===== config.mk =====
export PLATFORM = sky130hd
export DESIGN_NAME = refcounted_lru_entry_cache_core
export DESIGN_NICKNAME = d
export VERILOG_FILES = /design/src/rtl/rlec_pkg.sv /design/src/rtl/rlec_ram.sv /design/src/rtl/rlec_cam.sv /design/src/rtl/rlec_datapath.sv /design/src/rtl/rlec_ctrl.sv /design/src/rtl/refcounted_lru_entry_cache_core.sv
export VERILOG_INCLUDE_DIRS = /design/src /design/src/rtl
export SDC_FILE = /design/constraint.sdc
export NUM_CORES = 2
export LEC_CHECK = 0
export ABC_AREA = 1
export BUFFER_PORTS_ARGS = -buffer_cell sky130_fd_sc_hd__buf_2
export CORE_MARGIN = 2
export CORE_UTILIZATION = 54
export DETAILED_ROUTE_END_ITERATION = 16
export GPL_ROUTABILITY_DRIVEN = 0
export PLACE_DENSITY = 0.69
export SLEW_MARGIN = 20
export SYNTH_ARGS = -nofsm -noshare
export SYNTH_HDL_FRONTEND = slang
export SYNTH_SLANG_ARGS = --single-unit
export TNS_END_PERCENT = 5

===== constraint.sdc =====
create_clock -name i_clk -period 5.9 [get_ports i_clk]
set_input_delay 1.18 -clock i_clk [delete_from_list [all_inputs] [get_ports i_clk]]
set_output_delay 1.18 -clock i_clk [all_outputs]
set_load 0.02 [all_outputs]

===== src/rtl/refcounted_lru_entry_cache_core_assert.svh =====
// ----------------------------------------------------------------------------
// Assertion macros for the reference-counted LRU entry cache
// Shared property forms used by the modules of the cache core.
// ----------------------------------------------------------------------------
`ifndef REFCOUNTED_LRU_ENTRY_CACHE_CORE_ASSERT_SVH
`define REFCOUNTED_LRU_ENTRY_CACHE_CORE_ASSERT_SVH

// Same-cycle implication, disabled while reset is held.
`define RLEC_ASSERT_IMPLY(label, clk, rst_n, ante, cons) \
    label: assert property (@(posedge clk) disable iff (!(rst_n)) (ante) |-> (cons)) \
        else $error("rlec: same-cycle check failed");

// Next-cycle implication, disabled while reset is held.
`define RLEC_ASSERT_NEXT(label, clk, rst_n, ante, cons) \
    label: assert property (@(posedge clk) disable iff (!(rst_n)) (ante) |=> (cons)) \
        else $error("rlec: next-cycle check failed");

`endif


===== src/rtl/rlec_pkg.sv =====
// ----------------------------------------------------------------------------
// rlec_pkg
// Types, codes and defaults shared by the cache core modules.
// ----------------------------------------------------------------------------
package rlec_pkg;

    localparam int DEF_SLOTS       = 64;
    localparam int DEF_OBJECT_BITS = 24;
    localparam int DEF_REF_BITS    = 16;

    localparam int OBJ_FIELD_W   = 24;
    localparam int SLOT_FIELD_W  = 6;
    localparam int STATUS_W      = 3;
    localparam int COUNT_FIELD_W = 16;

    typedef enum logic [STATUS_W-1:0] {
        ST_HIT         = 3'd0,
        ST_MISS        = 3'd1,
        ST_NO_IDLE     = 3'd2,
        ST_OVERFLOW    = 3'd3,
        ST_HELD        = 3'd4,
        ST_NOW_IDLE    = 3'd5,
        ST_BAD_RELEASE = 3'd6
    } t_status;

    // Commands from the controller to the datapath.
    typedef struct packed {
        logic    lookup;
        logic    capture;
        logic    init_wr;
        logic    refs_inc;
        logic    refs_dec;
        logic    fill;
        logic    unlink;
        logic    push1;
        logic    push2;
        logic    res_load;
        t_status res_status;
        logic    out_load;
    } t_cmd;

    // Status from the datapath to the controller.
    typedef struct packed {
        logic is_put;
        logic hit;
        logic in_range;
        logic refs_zero;
        logic refs_one;
        logic refs_max;
        logic ring_empty;
        logic init_last;
    } t_sts;

endpackage


===== src/rtl/rlec_ram.sv =====
// ----------------------------------------------------------------------------
// rlec_ram
// Generic one-write, one-read RAM with a registered read port.
// ----------------------------------------------------------------------------
module rlec_ram #(
    parameter int WIDTH = 8,
    parameter int DEPTH = 64
) (
    input  logic                     i_clk,
    input  logic                     i_wr_en,
    input  logic [$clog2(DEPTH)-1:0] i_wr_addr,
    input  logic [WIDTH-1:0]         i_wr_data,
    input  logic [$clog2(DEPTH)-1:0] i_rd_addr,
    output logic [WIDTH-1:0]         o_rd_data
);

    logic [WIDTH-1:0] r_mem [DEPTH];
    logic [WIDTH-1:0] r_rd_data;

    always_ff @(posedge i_clk) begin
        if (i_wr_en) begin
            r_mem[i_wr_addr] <= i_wr_data;
        end
        r_rd_data <= r_mem[i_rd_addr];
    end

    assign o_rd_data = r_rd_data;

endmodule


===== src/rtl/rlec_cam.sv =====
// ----------------------------------------------------------------------------
// rlec_cam
// Tag store with one compare per entry and a valid bit per entry.
// ----------------------------------------------------------------------------
`include "refcounted_lru_entry_cache_core_assert.svh"

module rlec_cam #(
    parameter int SLOTS       = 64,
    parameter int OBJECT_BITS = 24
) (
    input  logic                     i_clk,
    input  logic                     i_rst_n,
    input  logic [OBJECT_BITS-1:0]   i_key,
    output logic                     o_hit,
    output logic [$clog2(SLOTS)-1:0] o_hit_idx,
    input  logic                     i_wr_en,
    input  logic [$clog2(SLOTS)-1:0] i_wr_idx,
    input  logic [OBJECT_BITS-1:0]   i_wr_tag
);

    localparam int IDX_W = $clog2(SLOTS);

    logic [OBJECT_BITS-1:0] r_tag [SLOTS];
    logic [SLOTS-1:0]       r_valid;
    logic [SLOTS-1:0]       match;
    logic [IDX_W-1:0]       hit_idx;

    always_ff @(posedge i_clk) begin
        for (int k = 0; k < SLOTS; k++) begin
            if (i_wr_en && i_wr_idx == IDX_W'(k)) begin
                r_tag[k] <= i_wr_tag;
            end
        end
    end

    always_ff @(posedge i_clk) begin
        if (!i_rst_n) begin
            r_valid <= '0;
        end else begin
            for (int k = 0; k < SLOTS; k++) begin
                if (i_wr_en && i_wr_idx == IDX_W'(k)) begin
                    r_valid[k] <= 1'b1;
                end
            end
        end
    end

    always_comb begin
        for (int k = 0; k < SLOTS; k++) begin
            match[k] = r_valid[k] && (r_tag[k] == i_key);
        end
    end

    // A tag is only written after a miss on it, so at most one entry matches
    // and an OR of the matching indexes is the index itself.
    always_comb begin
        hit_idx = '0;
        for (int k = 0; k < SLOTS; k++) begin
            if (match[k]) begin
                hit_idx = hit_idx | IDX_W'(k);
            end
        end
    end

    assign o_hit     = |match;
    assign o_hit_idx = hit_idx;

    `RLEC_ASSERT_IMPLY(a_single_match, i_clk, i_rst_n, 1'b1, $onehot0(match))

endmodule


===== src/rtl/rlec_datapath.sv =====
// ----------------------------------------------------------------------------
// rlec_datapath
// Tag match, reference counts, idle ring pointers and result registers.
// ----------------------------------------------------------------------------
`include "refcounted_lru_entry_cache_core_assert.svh"

module rlec_datapath
    import rlec_pkg::*;
#(
    parameter int SLOTS       = DEF_SLOTS,
    parameter int OBJECT_BITS = DEF_OBJECT_BITS,
    parameter int REF_BITS    = DEF_REF_BITS
) (
    input  logic                     i_clk,
    input  logic                     i_rst_n,
    input  t_cmd                     i_cmd,
    output t_sts                     o_sts,
    input  logic                     i_action,
    input  logic [OBJ_FIELD_W-1:0]   i_object_number,
    input  logic [SLOT_FIELD_W-1:0]  i_slot,
    output logic [STATUS_W-1:0]      o_status,
    output logic [SLOT_FIELD_W-1:0]  o_slot_index,
    output logic [COUNT_FIELD_W-1:0] o_ref_count,
    output logic                     o_needs_fill
);

    localparam int IDX_W = $clog2(SLOTS);
    localparam int PTR_W = $clog2(SLOTS + 1);
    localparam logic [PTR_W-1:0]    HEAD    = PTR_W'(SLOTS);
    localparam logic [REF_BITS-1:0] REF_MAX = {REF_BITS{1'b1}};

    // Captured request.
    logic                     r_action;
    logic [OBJECT_BITS-1:0]   r_obj;
    logic [SLOT_FIELD_W-1:0]  r_slot;
    logic [IDX_W-1:0]         r_idx;
    logic                     r_hit;
    logic                     r_in_range;
    logic [IDX_W-1:0]         r_victim;
    logic [PTR_W-1:0]         r_q;
    logic [PTR_W-1:0]         r_init_cnt;

    // Staged and presented result words.
    t_status                  r_res_status;
    logic [SLOT_FIELD_W-1:0]  r_res_slot;
    logic [COUNT_FIELD_W-1:0] r_res_count;
    logic                     r_res_fill;
    t_status                  r_out_status;
    logic [SLOT_FIELD_W-1:0]  r_out_slot;
    logic [COUNT_FIELD_W-1:0] r_out_count;
    logic                     r_out_fill;

    logic [OBJECT_BITS-1:0]   key;
    logic                     cam_hit;
    logic [IDX_W-1:0]         cam_idx;
    logic [IDX_W-1:0]         slot_idx;
    logic                     slot_ok;

    logic [REF_BITS-1:0]      refs_rd;
    logic [REF_BITS-1:0]      refs_inc;
    logic [REF_BITS-1:0]      refs_dec;
    logic                     refs_we;
    logic [IDX_W-1:0]         refs_wa;
    logic [REF_BITS-1:0]      refs_wd;
    logic [IDX_W-1:0]         refs_ra;

    logic [PTR_W-1:0]         next_rd;
    logic                     next_we;
    logic [PTR_W-1:0]         next_wa;
    logic [PTR_W-1:0]         next_wd;
    logic [PTR_W-1:0]         next_ra;

    logic [PTR_W-1:0]         prev_rd;
    logic                     prev_we;
    logic [PTR_W-1:0]         prev_wa;
    logic [PTR_W-1:0]         prev_wd;
    logic [PTR_W-1:0]         prev_ra;

    logic [PTR_W-1:0]         idx_ptr;
    t_status                  n_res_status;
    logic [SLOT_FIELD_W-1:0]  n_res_slot;
    logic [COUNT_FIELD_W-1:0] n_res_count;
    logic                     n_res_fill;

    assign key      = OBJECT_BITS'(i_object_number);
    assign slot_idx = IDX_W'(i_slot);
    assign slot_ok  = 32'(i_slot) < 32'(SLOTS);
    assign idx_ptr  = PTR_W'(r_idx);
    assign refs_inc = REF_BITS'(refs_rd + 1'b1);
    assign refs_dec = REF_BITS'(refs_rd - 1'b1);

    rlec_cam #(
        .SLOTS       (SLOTS),
        .OBJECT_BITS (OBJECT_BITS)
    ) u_cam (
        .i_clk     (i_clk),
        .i_rst_n   (i_rst_n),
        .i_key     (key),
        .o_hit     (cam_hit),
        .o_hit_idx (cam_idx),
        .i_wr_en   (i_cmd.fill),
        .i_wr_idx  (IDX_W'(prev_rd)),
        .i_wr_tag  (r_obj)
    );

    // Read addresses. While idle the reads follow the incoming word so that
    // the data is ready in the evaluate cycle; afterwards they follow the
    // victim pointer for the miss path.
    always_comb begin
        if (i_cmd.lookup) begin
            refs_ra = i_action ? slot_idx : cam_idx;
            prev_ra = (!i_action && cam_hit) ? PTR_W'(cam_idx) : HEAD;
            next_ra = i_action ? HEAD : PTR_W'(cam_idx);
        end else begin
            refs_ra = r_idx;
            prev_ra = prev_rd;
            next_ra = prev_rd;
        end
    end

    // Reference count writes.
    always_comb begin
        refs_we = 1'b0;
        refs_wa = r_idx;
        refs_wd = '0;
        if (i_cmd.init_wr) begin
            refs_we = (r_init_cnt != HEAD);
            refs_wa = IDX_W'(r_init_cnt);
        end else if (i_cmd.refs_inc) begin
            refs_we = 1'b1;
            refs_wd = refs_inc;
        end else if (i_cmd.refs_dec) begin
            refs_we = 1'b1;
            refs_wd = refs_dec;
        end else if (i_cmd.fill) begin
            refs_we = 1'b1;
            refs_wa = IDX_W'(prev_rd);
            refs_wd = REF_BITS'(1);
        end
    end

    // Ring pointer writes. A push to the front is split into push1 and push2
    // because each pointer array is written twice.
    always_comb begin
        next_we = 1'b0;
        next_wa = r_init_cnt;
        next_wd = '0;
        prev_we = 1'b0;
        prev_wa = r_init_cnt;
        prev_wd = '0;
        if (i_cmd.init_wr) begin
            next_we = 1'b1;
            next_wd = (r_init_cnt == HEAD) ? '0 : PTR_W'(r_init_cnt + 1'b1);
            prev_we = 1'b1;
            prev_wd = (r_init_cnt == '0) ? HEAD : PTR_W'(r_init_cnt - 1'b1);
        end else if (i_cmd.unlink) begin
            next_we = 1'b1;
            next_wa = prev_rd;
            next_wd = next_rd;
            prev_we = 1'b1;
            prev_wa = next_rd;
            prev_wd = prev_rd;
        end else if (i_cmd.push1) begin
            next_we = 1'b1;
            next_wa = idx_ptr;
            next_wd = next_rd;
            prev_we = 1'b1;
            prev_wa = idx_ptr;
            prev_wd = HEAD;
        end else if (i_cmd.push2) begin
            next_we = 1'b1;
            next_wa = HEAD;
            next_wd = idx_ptr;
            prev_we = 1'b1;
            prev_wa = r_q;
            prev_wd = idx_ptr;
        end
    end

    rlec_ram #(
        .WIDTH (REF_BITS),
        .DEPTH (SLOTS)
    ) u_refs (
        .i_clk     (i_clk),
        .i_wr_en   (refs_we),
        .i_wr_addr (refs_wa),
        .i_wr_data (refs_wd),
        .i_rd_addr (refs_ra),
        .o_rd_data (refs_rd)
    );

    rlec_ram #(
        .WIDTH (PTR_W),
        .DEPTH (SLOTS + 1)
    ) u_next (
        .i_clk     (i_clk),
        .i_wr_en   (next_we),
        .i_wr_addr (next_wa),
        .i_wr_data (next_wd),
        .i_rd_addr (next_ra),
        .o_rd_data (next_rd)
    );

    rlec_ram #(
        .WIDTH (PTR_W),
        .DEPTH (SLOTS + 1)
    ) u_prev (
        .i_clk     (i_clk),
        .i_wr_en   (prev_we),
        .i_wr_addr (prev_wa),
        .i_wr_data (prev_wd),
        .i_rd_addr (prev_ra),
        .o_rd_data (prev_rd)
    );

    always_ff @(posedge i_clk) begin
        if (!i_rst_n) begin
            r_init_cnt <= '0;
        end else if (i_cmd.init_wr) begin
            r_init_cnt <= PTR_W'(r_init_cnt + 1'b1);
        end
    end

    always_ff @(posedge i_clk) begin
        if (i_cmd.capture) begin
            r_action   <= i_action;
            r_obj      <= key;
            r_slot     <= i_slot;
            r_idx      <= i_action ? slot_idx : cam_idx;
            r_hit      <= cam_hit;
            r_in_range <= slot_ok;
        end
        if (i_cmd.fill) begin
            r_victim <= IDX_W'(prev_rd);
        end
        if (i_cmd.push1) begin
            r_q <= next_rd;
        end
    end

    always_comb begin
        n_res_status = i_cmd.res_status;
        n_res_slot   = '0;
        n_res_count  = '0;
        n_res_fill   = 1'b0;
        case (i_cmd.res_status)
            ST_HIT: begin
                n_res_slot  = SLOT_FIELD_W'(r_idx);
                n_res_count = COUNT_FIELD_W'(refs_inc);
            end
            ST_MISS: begin
                n_res_slot  = SLOT_FIELD_W'(r_victim);
                n_res_count = COUNT_FIELD_W'(1);
                n_res_fill  = 1'b1;
            end
            ST_OVERFLOW: begin
                n_res_slot  = SLOT_FIELD_W'(r_idx);
                n_res_count = COUNT_FIELD_W'(refs_rd);
            end
            ST_HELD: begin
                n_res_slot  = r_slot;
                n_res_count = COUNT_FIELD_W'(refs_dec);
            end
            ST_NOW_IDLE: begin
                n_res_slot = r_slot;
            end
            ST_BAD_RELEASE: begin
                n_res_slot = r_slot;
            end
            default: begin
                n_res_slot = '0;
            end
        endcase
    end

    always_ff @(posedge i_clk) begin
        if (i_cmd.res_load) begin
            r_res_status <= n_res_status;
            r_res_slot   <= n_res_slot;
            r_res_count  <= n_res_count;
            r_res_fill   <= n_res_fill;
        end
        if (i_cmd.out_load) begin
            r_out_status <= r_res_status;
            r_out_slot   <= r_res_slot;
            r_out_count  <= r_res_count;
            r_out_fill   <= r_res_fill;
        end
    end

    assign o_sts.is_put     = r_action;
    assign o_sts.hit        = r_hit;
    assign o_sts.in_range   = r_in_range;
    assign o_sts.refs_zero  = (refs_rd == '0);
    assign o_sts.refs_one   = (refs_rd == REF_BITS'(1));
    assign o_sts.refs_max   = (refs_rd == REF_MAX);
    assign o_sts.ring_empty = (prev_rd == HEAD);
    assign o_sts.init_last  = (r_init_cnt == HEAD);

    assign o_status     = r_out_status;
    assign o_slot_index = r_out_slot;
    assign o_ref_count  = r_out_count;
    assign o_needs_fill = r_out_fill;

    `RLEC_ASSERT_IMPLY(a_ring_one_writer, i_clk, i_rst_n, 1'b1,
        $onehot0({i_cmd.init_wr, i_cmd.unlink, i_cmd.push1, i_cmd.push2}))
    `RLEC_ASSERT_NEXT(a_push_completes, i_clk, i_rst_n, i_cmd.push1, i_cmd.push2)
    `RLEC_ASSERT_NEXT(a_fill_unlinks, i_clk, i_rst_n, i_cmd.fill, i_cmd.unlink)
    `RLEC_ASSERT_IMPLY(a_release_held, i_clk, i_rst_n, i_cmd.refs_dec,
        r_in_range && (refs_rd != '0))

endmodule


===== src/rtl/rlec_ctrl.sv =====
// ----------------------------------------------------------------------------
// rlec_ctrl
// Sequencer for lookup, count update, idle ring update and result hand-off.
// ----------------------------------------------------------------------------
`include "refcounted_lru_entry_cache_core_assert.svh"

module rlec_ctrl
    import rlec_pkg::*;
(
    input  logic i_clk,
    input  logic i_rst_n,
    input  logic i_in_valid,
    output logic o_in_ready,
    output logic o_out_valid,
    input  logic i_out_ready,
    input  t_sts i_sts,
    output t_cmd o_cmd
);

    typedef enum logic [2:0] {
        S_INIT,
        S_IDLE,
        S_EVAL,
        S_UNLINK,
        S_PUSH,
        S_EMIT
    } t_state;

    t_state r_state;
    t_state n_state;
    logic   r_in_ready;
    logic   n_in_ready;
    logic   r_out_valid;
    logic   n_out_valid;
    logic   out_free;
    t_cmd   cmd;

    always_comb begin
        n_state        = r_state;
        cmd            = '0;
        cmd.res_status = ST_HIT;
        out_free       = !r_out_valid || i_out_ready;
        case (r_state)
            S_INIT: begin
                cmd.init_wr = 1'b1;
                if (i_sts.init_last) begin
                    n_state = S_IDLE;
                end
            end
            S_IDLE: begin
                cmd.lookup = 1'b1;
                if (i_in_valid && r_in_ready) begin
                    cmd.capture = 1'b1;
                    n_state     = S_EVAL;
                end
            end
            S_EVAL: begin
                cmd.res_load = 1'b1;
                n_state      = S_EMIT;
                if (i_sts.is_put) begin
                    if (!i_sts.in_range || i_sts.refs_zero) begin
                        cmd.res_status = ST_BAD_RELEASE;
                    end else if (i_sts.refs_one) begin
                        cmd.refs_dec   = 1'b1;
                        cmd.push1      = 1'b1;
                        cmd.res_status = ST_NOW_IDLE;
                        n_state        = S_PUSH;
                    end else begin
                        cmd.refs_dec   = 1'b1;
                        cmd.res_status = ST_HELD;
                    end
                end else if (i_sts.hit) begin
                    if (i_sts.refs_max) begin
                        cmd.res_status = ST_OVERFLOW;
                    end else begin
                        // A hit on an idle entry also takes it off the ring.
                        cmd.refs_inc   = 1'b1;
                        cmd.unlink     = i_sts.refs_zero;
                        cmd.res_status = ST_HIT;
                    end
                end else if (i_sts.ring_empty) begin
                    cmd.res_status = ST_NO_IDLE;
                end else begin
                    cmd.res_load = 1'b0;
                    cmd.fill     = 1'b1;
                    n_state      = S_UNLINK;
                end
            end
            S_UNLINK: begin
                cmd.unlink     = 1'b1;
                cmd.res_load   = 1'b1;
                cmd.res_status = ST_MISS;
                n_state        = S_EMIT;
            end
            S_PUSH: begin
                cmd.push2 = 1'b1;
                n_state   = S_EMIT;
            end
            S_EMIT: begin
                if (out_free) begin
                    cmd.out_load = 1'b1;
                    n_state      = S_IDLE;
                end
            end
            default: begin
                n_state = S_INIT;
            end
        endcase
        n_in_ready  = (n_state == S_IDLE);
        n_out_valid = cmd.out_load || (r_out_valid && !i_out_ready);
    end

    always_ff @(posedge i_clk) begin
        if (!i_rst_n) begin
            r_state     <= S_INIT;
            r_in_ready  <= 1'b0;
            r_out_valid <= 1'b0;
        end else begin
            r_state     <= n_state;
            r_in_ready  <= n_in_ready;
            r_out_valid <= n_out_valid;
        end
    end

    assign o_cmd       = cmd;
    assign o_in_ready  = r_in_ready;
    assign o_out_valid = r_out_valid;

    `RLEC_ASSERT_IMPLY(a_out_from_load, i_clk, i_rst_n, $rose(r_out_valid),
        $past(cmd.out_load))

endmodule


===== src/rtl/refcounted_lru_entry_cache_core.sv =====
// ----------------------------------------------------------------------------
// refcounted_lru_entry_cache_core
// Reference-counted object entry table with least-recently-released reuse.
// ----------------------------------------------------------------------------
// Usage:
//   The input channel (i_in_valid / o_in_ready) carries one request word:
//   a get (action 0) looks up i_object_number, a put (action 1) releases
//   i_slot. Every request produces exactly one word on the output channel
//   (o_out_valid / i_out_ready) with status, slot, count and a fill flag.
//   A request goes from the evaluate state to the emit state; a miss that
//   retags an idle entry goes through an unlink state and a release that
//   drops a count to zero through a push state. A miss must read the
//   victim's ring neighbors before it can unlink it, and a push to the front
//   writes each idle ring pointer RAM twice. Requests are handled one at a
//   time: the next word is accepted once the result is in the output register.
//   After reset the block sweeps the count and ring RAMs, one entry per
//   cycle, from entry 0 through the ring head SLOTS, with o_in_ready low.
//   The result sits in an output register; while the receiver stalls, the
//   next request is still accepted and worked on, and its result waits in
//   a staging register until the output word is taken.
// ----------------------------------------------------------------------------
module refcounted_lru_entry_cache_core
    import rlec_pkg::*;
#(
    parameter int SLOTS       = DEF_SLOTS,
    parameter int OBJECT_BITS = DEF_OBJECT_BITS,
    parameter int REF_BITS    = DEF_REF_BITS
) (
    input  logic                     i_clk,
    input  logic                     i_rst_n,
    input  logic                     i_in_valid,
    output logic                     o_in_ready,
    input  logic                     i_action,
    input  logic [OBJ_FIELD_W-1:0]   i_object_number,
    input  logic [SLOT_FIELD_W-1:0]  i_slot,
    output logic                     o_out_valid,
    input  logic                     i_out_ready,
    output logic [STATUS_W-1:0]      o_status,
    output logic [SLOT_FIELD_W-1:0]  o_slot_index,
    output logic [COUNT_FIELD_W-1:0] o_ref_count,
    output logic                     o_needs_fill
);

    t_cmd cmd;
    t_sts sts;

    rlec_ctrl u_ctrl (
        .i_clk       (i_clk),
        .i_rst_n     (i_rst_n),
        .i_in_valid  (i_in_valid),
        .o_in_ready  (o_in_ready),
        .o_out_valid (o_out_valid),
        .i_out_ready (i_out_ready),
        .i_sts       (sts),
        .o_cmd       (cmd)
    );

    rlec_datapath #(
        .SLOTS       (SLOTS),
        .OBJECT_BITS (OBJECT_BITS),
        .REF_BITS    (REF_BITS)
    ) u_datapath (
        .i_clk           (i_clk),
        .i_rst_n         (i_rst_n),
        .i_cmd           (cmd),
        .o_sts           (sts),
        .i_action        (i_action),
        .i_object_number (i_object_number),
        .i_slot          (i_slot),
        .o_status        (o_status),
        .o_slot_index    (o_slot_index),
        .o_ref_count     (o_ref_count),
        .o_needs_fill    (o_needs_fill)
    );

endmodule


Word level (Yosys, flattened, before mapping)
Memories as Yosys holds them, arrays and structs flattened. A register that Yosys moved wholly into a read port is not among the register bits.
Index checks and enable logic that the tools add are counted.
{"block": "classes", "addsub": 4, "n_reduce_logical": 208, "n_eq_ne": 208, "muxes": 707}
{"op": "$eq 24x24->1", "count": 64}
{"op": "$mux 24", "count": 63}
{"op": "$reduce_or 24->1", "count": 63}
{"op": "$mux 6", "count": 108}
{"op": "$mux 1", "count": 405}
{"op": "$mux 7", "count": 43}
{"op": "$eq 6x6->1 const B", "count": 32}
{"op": "$mux 16", "count": 9}
{"op": "$logic_and 1x1->1", "count": 131}
{"op": "$ne 2x1->1 const B", "count": 65}
{"op": "$mux 3", "count": 43}
{"op": "$eq 6x5->1 const B", "count": 16}
{"op": "$mux 5", "count": 16}
{"op": "$pmux 16 s4", "count": 1}
{"op": "$reduce_or 64->1", "count": 1}
{"op": "$eq 6x4->1 const B", "count": 8}
{"op": "$mux 4", "count": 8}
{"op": "$eq 6x3->1 const B", "count": 4}
{"op": "$pmux 6 s3", "count": 1}
{"op": "$add 16x1->16 const B", "count": 1}
{"op": "$eq 16x1->1 const B", "count": 1}
{"op": "$eq 16x16->1 const B", "count": 1}
{"op": "$logic_not 16->1", "count": 1}
{"op": "$sub 16x1->16 const B", "count": 1}
{"op": "other kinds (20)", "count": 41}
{"block": "totals", "regBits": 179, "wordCells": 1214, "memories": 4, "ram_bits": 3470}
{"name": "u_datapath.u_cam.r_tag", "words": 64, "width": 24, "read_ports": 64, "rd_ports_with_merged_regs": 0, "write_ports": 1, "line_no": "rlec_cam.sv:23", "text": "logic [OBJECT_BITS-1:0] r_tag [SLOTS];"}
{"name": "u_datapath.u_refs.r_mem", "words": 64, "width": 16, "read_ports": 1, "rd_ports_with_merged_regs": 1, "write_ports": 1, "line_no": "rlec_ram.sv:17", "text": "logic [WIDTH-1:0] r_mem [DEPTH];"}
{"name": "u_datapath.u_next.r_mem", "words": 65, "width": 7, "read_ports": 1, "rd_ports_with_merged_regs": 1, "write_ports": 1, "line_no": "rlec_ram.sv:17"}
{"name": "u_datapath.u_prev.r_mem", "words": 65, "width": 7, "read_ports": 1, "rd_ports_with_merged_regs": 1, "write_ports": 1, "line_no": "rlec_ram.sv:17"}

Logic depth before layout (Yosys ltp)
{"block": "logic_depth", "depth_word": 78, "ltp_mapped": 32, "mapped_depth_nobuf": 29}

Modules after synthesis
From an unflattened synthesis, not the netlist that was laid out.
{"block": "hier_totals", "hier_cells": 14105, "hier_area_um2": 157677.5}
{"module": "rlec_cam", "cells_each": 6565, "instances": 1, "area_per_inst_um2": 71302.1}
{"module": "rlec_ram at u_datapath.u_refs", "cells_each": 3517, "instances": 1, "area_per_inst_um2": 42099.1}
{"module": "rlec_ram at u_datapath.u_prev", "cells_each": 1612, "instances": 1, "area_per_inst_um2": 18866.8}
{"module": "rlec_ram at u_datapath.u_next", "cells_each": 1603, "instances": 1, "area_per_inst_um2": 18846.8}
{"module": "rlec_datapath", "cells_each": 735, "instances": 1, "area_per_inst_um2": 6178.4}
{"module": "rlec_ctrl", "cells_each": 73, "instances": 1, "area_per_inst_um2": 384.1}

Worst setup path before layout
OpenSTA, ideal clock, no wires.
{"block": "synth_timing", "kind": "register -> register", "startpoint": "register u_datapath.u_refs.r_rd_data[0] (netlist: u_datapath.u_refs.o_rd_data[0]) (read register of u_datapath.u_refs.r_mem)", "endpoint": "memory u_datapath.u_refs.r_mem[0][14] in the netlist's numbering (data pin)", "setup_ps": 702, "arrival_time_ps": 4276, "stages_incl_launch_ff": 16, "synth_period_minus_slack_ps": 4978, "setup_slack_ps": 922, "path_cell_list": "dfxtp_1 -> ha_1 -> nand3_1 -> nor4_1 -> nand2_1 -> nor2_1 -> nand3_1 -> nor2_1 -> inv_1 -> nor2_1 -> nand2_1 -> nand2_1 -> nor2_1 -> inv_1 -> clkbuf_1 -> o21ai_0"}
{"block": "synth_via", "elab_chain_cells": 14, "elab_cells_between_ends": 25, "cone_classes": "2 x add/sub; 1 x eq/ne; 21 x mux; 1 x reduce/logical"}
{"item": "start: declaration", "line_no": "rlec_ram.sv:18", "text": "logic [WIDTH-1:0] r_rd_data;"}
{"item": "$eq 16x16->1", "line_no": "rlec_datapath.sv:296", "text": "assign o_sts.refs_max = (refs_rd == REF_MAX);"}
{"item": "$mux 1", "line_no": "rlec_ctrl.sv:73", "text": "if (i_sts.refs_max) begin"}
{"item": "$mux 1", "line_no": "rlec_ctrl.sv:72", "text": "end else if (i_sts.hit) begin"}
{"item": "$mux 1", "line_no": "rlec_ctrl.sv:60", "text": "if (i_sts.is_put) begin"}
{"item": "$mux 1", "line_no": "rlec_ctrl.sv:43", "text": "case (r_state)"}
{"item": "$mux 1", "line_no": "rlec_ctrl.sv:72"}
{"item": "$mux 1", "line_no": "rlec_ctrl.sv:60"}
{"item": "$mux 1", "line_no": "rlec_ctrl.sv:43"}
{"item": "$mux 1", "line_no": "rlec_ctrl.sv:60"}
{"item": "$mux 1", "line_no": "rlec_ctrl.sv:43"}
{"item": "$mux 3", "line_no": "rlec_ctrl.sv:43"}
{"item": "$mux 16 (*)", "line_no": "rlec_datapath.sv:129", "text": "end else if (i_cmd.refs_inc) begin"}
{"item": "$mux 16 (*) (2 in a row)", "line_no": "rlec_datapath.sv:126", "text": "if (i_cmd.init_wr) begin"}
{"item": "named net u_datapath.refs_wd[14]", "line_no": "rlec_datapath.sv:64", "text": "logic [REF_BITS-1:0] refs_wd;"}
{"item": "end: declaration", "line_no": "rlec_ram.sv:17"}
The timed path passes the listed nets; every way through them passes the cells marked *. The select of a mux whose other input is x is not followed.

==> load_flow_metrics.sql <==
INSERT INTO impl_metrics (metric_group, metric, value, unit) VALUES
('worst_setup_path', 'arrival', '6.24', 'ns'),
('global_route', 'grt_use_total', '0.3193', ''),
('synthesis', 'synth_warnings', '0', ''),
('timing', 'worst_slack', '0.2144', 'ns'),
('synthesis', 'dominant_cells_by_area_after_synthesis', 'sky130_fd_sc_hd__edfxtp_1 (67%), sky130_fd_sc_hd__nand2_1 (9.2%), sky130_fd_sc_hd__nand3_1 (6.4%)', ''),
('worst_setup_path', 'path_class', 'flip-flop to flip-flop', ''),
('power', 'p_int', '49.67', 'mW'),
('clocking', 'worstSkewPairLatency', '0.99', 'ns'),
('timing', 'worst_slew_pin_slew', '1.275', 'ns'),
('worst_setup_path', 'worst_setup_path_start_kind', 'flip-flop', ''),
('clocking', 'cts_made_buffers', '375', ''),
('outcome', 'outcome', 'completed', ''),
('timing', 'final-setup-viol-count', '0', ''),
('final_layout', 'areaGrowthSynthToFinish', '12.74', '%'),
('synthesis', 'synth-async-reset-ratio', '0', ''),
('clocking', 'cts_tree', 'built', ''),
('power', 'power.share.combinational', '0.258', ''),
('timing', 'finClkSkew', '0.08650', 'ns'),
('power', 'power.ir.vdd_worst', '0.4664', 'mV'),
('die', 'floorplan.die.height', '546.6', 'microns'),
('final_layout', 'combined_area_of_the_multi_input_logic_cells', '42650', 'sq um'),
('clocking', 'max-clock-path-buffers', '4', ''),
('synthesis', 'synth_top_area_frac', '0.6748', ''),
('timing', 'final-max-slew-violation-count', '0', ''),
('die', 'die_x', '546.6', 'microns'),
('routing', 'routed_via_density', '5.942', ''),
('synthesis', 'ys_types', '59', ''),
('timing', 'setup_tns', '0', 'ns'),
('placed_design', 'hpwlAfterDp', '288.4', 'mm'),
('placed_design', 'post_place_cell_area', '167100', 'sq um'),
('clocking', 'hold_buffer_count_at_cts', '0', ''),
('synthesis', 'avgSynthCellArea', '11.23', 'sq um'),
('final_layout', 'post_route_cells_drive_above_1_share', '0.09622', ''),
('final_layout', 'design.final.nets', '14540', ''),
('synthesis', 'synth_flop_cell', 'sky130_fd_sc_hd__edfxtp_1', ''),
('clocking', 'post-cts-setup-buffers', '0', ''),
('run', 'cap_viol_max_count', '0', ''),
('routing', 'drt_iter0_markers', '16280', ''),
('clocking', 'clock_tree.htree_level_count', '5', ''),
('synthesis', 'synth_nets', '14200', ''),
('worst_setup_path', 'crit_end_category', 'flip-flop', ''),
('global_route', 'wire_length_of_the_first_global_routing_pass', '703.8', 'mm'),
('clocking', 'worst_setup_hold_path_clk_slew', '0.06', 'ns'),
('power', 'power_per_cell_area', '413.5', 'nW/um^2'),
('clocking', 'cts-root-buf', 'sky130_fd_sc_hd__clkbuf_16', ''),
('routing', 'route.detailed.wl_per_inst', '26.00', 'microns'),
('timing', 'period_needed', '5.686', 'ns'),
('power', 'power.sequential.fraction', '0.426', ''),
('die', 'fp.dieArea', '298800', 'sq um'),
('timing', 'grt_setup_unrepaired', 'no', ''),
('die', 'floorplan.initialDensity', '0.5417', ''),
('timing', 'final.period_utilization', '0.9637', ''),
('synthesis', 'post_synth_edffs', '3573', ''),
('routing', 'drc', '0', ''),
('global_route', 'grt_overflow_total', '0', ''),
('timing', 'timing.slew.headroom', '0.1498', ''),
('synthesis', 'ys_seq_area_frac', '0.6881', ''),
('global_route', 'grt_max_degree', '99', ''),
('final_layout', 'seq_area', '109400', 'sq um'),
('global_route', 'antenna_found_initial', '22', ''),
('hold_path', 'holdCritPathClass', 'input port to flip-flop', ''),
('placed_design', 'dpl_worst_slack', '-0.02627', 'ns'),
('power', 'net_sw_power', '24.46', 'mW'),
('worst_setup_path', 'crit_required', '6.46', 'ns'),
('clocking', 'cts.repair.resized', '0', ''),
('routing', 'wirelength', '487.4', 'mm'),
('final_layout', 'post-route-cell-area', '179300', 'sq um'),
('synthesis', 'synth_area_leader_cell', 'sky130_fd_sc_hd__edfxtp_1', ''),
('timing', 'finalHoldViolCount', '0', ''),
('routing', 'final_antenna_net_count', '0', ''),
('power', 'power_leakage', '65.64', 'nW');
## worst max-delay path, stage by stage, from the launching register on
cell and delay, ns:
sky130_fd_sc_hd__dfxtp_1 0.44, sky130_fd_sc_hd__inv_1 0.19, sky130_fd_sc_hd__ha_1 0.23, sky130_fd_sc_hd__nand2_1 0.12, sky130_fd_sc_hd__nor2_1 0.26, sky130_fd_sc_hd__inv_1 0.11, sky130_fd_sc_hd__nor2_1 0.48, sky130_fd_sc_hd__nor2_1 0.14
sky130_fd_sc_hd__nand4_1 0.24, sky130_fd_sc_hd__inv_2 0.08, sky130_fd_sc_hd__nor2_2 0.60, sky130_fd_sc_hd__inv_2 0.19, sky130_fd_sc_hd__o31ai_1 0.30, sky130_fd_sc_hd__inv_2 0.06, sky130_fd_sc_hd__nand2_1 0.30, sky130_fd_sc_hd__nand3_1 0.68
sky130_fd_sc_hd__nor2_1 0.85
## registers in the layout (all words and copies together), names as in the netlist, 3 cells and up
signal / cells
u_datapath.o_ref_count: 16
u_datapath.r_slot: 6
u_datapath.r_res_count: 16
u_datapath.o_status: 3
u_datapath.r_q: 7
u_datapath.u_prev.o_rd_data: 7
u_datapath.r_init_cnt: 7
u_ctrl.r_state: 3
u_datapath.r_obj: 24
u_datapath.u_refs.o_rd_data: 16
u_datapath.r_res_slot: 6
u_datapath.u_next.o_rd_data: 7
u_datapath.r_res_status: 3
u_datapath.u_cam.r_valid: 64
u_datapath.u_cam.r_tag: 1536
u_datapath.u_refs.r_mem: 1024
u_datapath.u_next.r_mem: 455
u_datapath.r_idx: 6
u_datapath.u_prev.r_mem: 455
u_datapath.o_slot_index: 6
u_datapath.r_victim: 6
## synth_stat cells (all sizes together), types with 5 or more instances
cell type	n
nand2	3906
edfxtp	3573
nand3	2039
nor2	1076
inv	886
buf	626
xnor2	561
o21ai	471
xor2	149
nand3b	141
clkbuf	112
nand4	112
dfxtp	106
or2	73
o22ai	65
a21oi	58
nor3	58
a21boi	33
o211ai	22
nor4	17
o221ai	14
a22o	11
a211oi	10
a221oi	9
a22oi	5
clkinv	5
ha	5
o21a	5
## routing by layer
layer	global-route usage	wire length (microns)	vias to the layer above
met3	0.05509	55910	1412
li1	-	-	49100
met4	0.1639	29600	12
met1	0.4305	179400	53780
met2	0.5011	222400	7102
met5	0	76	-
## power groups by stage
stage	registers (mW)	clock network (mW)	logic (mW)
5_1_grt	31.6	24.5	20.6
6_report	31.6	23.4	19.2
3_3_place_gp	32.1	0	18.5
4_1_cts	31.5	23.5	18.8
3_5_place_dp	32.1	0	18.7
2_1_floorplan	32.1	0	11.3
## worst paths after layout
path / startpoint / endpoint / slack, ns / cells after the start
setup / recovery: u_datapath.u_refs.o_rd_data[0]$_DFF_P_ / u_datapath.u_next.r_mem[5][6]$_DFFE_PP_ / 0.21 / 16
hold / removal: i_slot[5] / u_datapath.r_slot[5]$_DFFE_PP_ / 0.44 / 1
setup reg to reg: u_datapath.u_refs.o_rd_data[0]$_DFF_P_ / u_datapath.u_next.r_mem[5][6]$_DFFE_PP_ / 0.21 / 16
hold reg to reg: u_datapath.r_obj[2]$_DFFE_PP_ / u_datapath.u_cam.r_tag[1][482]$_DFFE_PP_ / 0.46 / 0
## layout make-up
cell class | instances | share of cell area
Clock buffer | 534 | 0.05854
Inverter | 891 | 0.01896
Sequential cell | 3679 | 0.6103
Timing Repair Buffer | 700 | 0.03807
Multi-Input combinational cell | 8855 | 0.2379
Tap cell | 3919 | 0.02735
Clock inverter | 161 | 0.008682
Antenna cell | 10 | 0.0001396
## stage by stage
step	instances	hold slack [ns]	util	total power [mW]
global route	18740	0.4070	0.6106	76.74
detailed placement	18040	0.4513	0.5694	50.81
global placement	18040	0.4408	0.5688	50.53
finish	18750	0.4364	0.6107	74.12
CTS	18740	0.3854	0.6104	73.89
floorplan	14160	0.4003	-	43.39
## cell usage in the layout, fill, tap and decap left out, drive strengths merged, types with 138 or more instances in the layout
master / instances
nand3: 2039
nand3b: 141
edfxtp: 3573
clkbuf: 534
buf: 700
xnor2: 561
nand2: 3906
clkinv: 138
nor2: 1076
o21ai: 471
inv: 890
xor2: 149
## cells by family after synthesis
kind of cell,share of synthesized area
simple gates,0.1988
flops,0.6881
buf+inv,0.04820
compound gates,0.02535
xor+xnor,0.03911
fa+ha+maj,0.0003934
(Power assumes the default switching activity.)
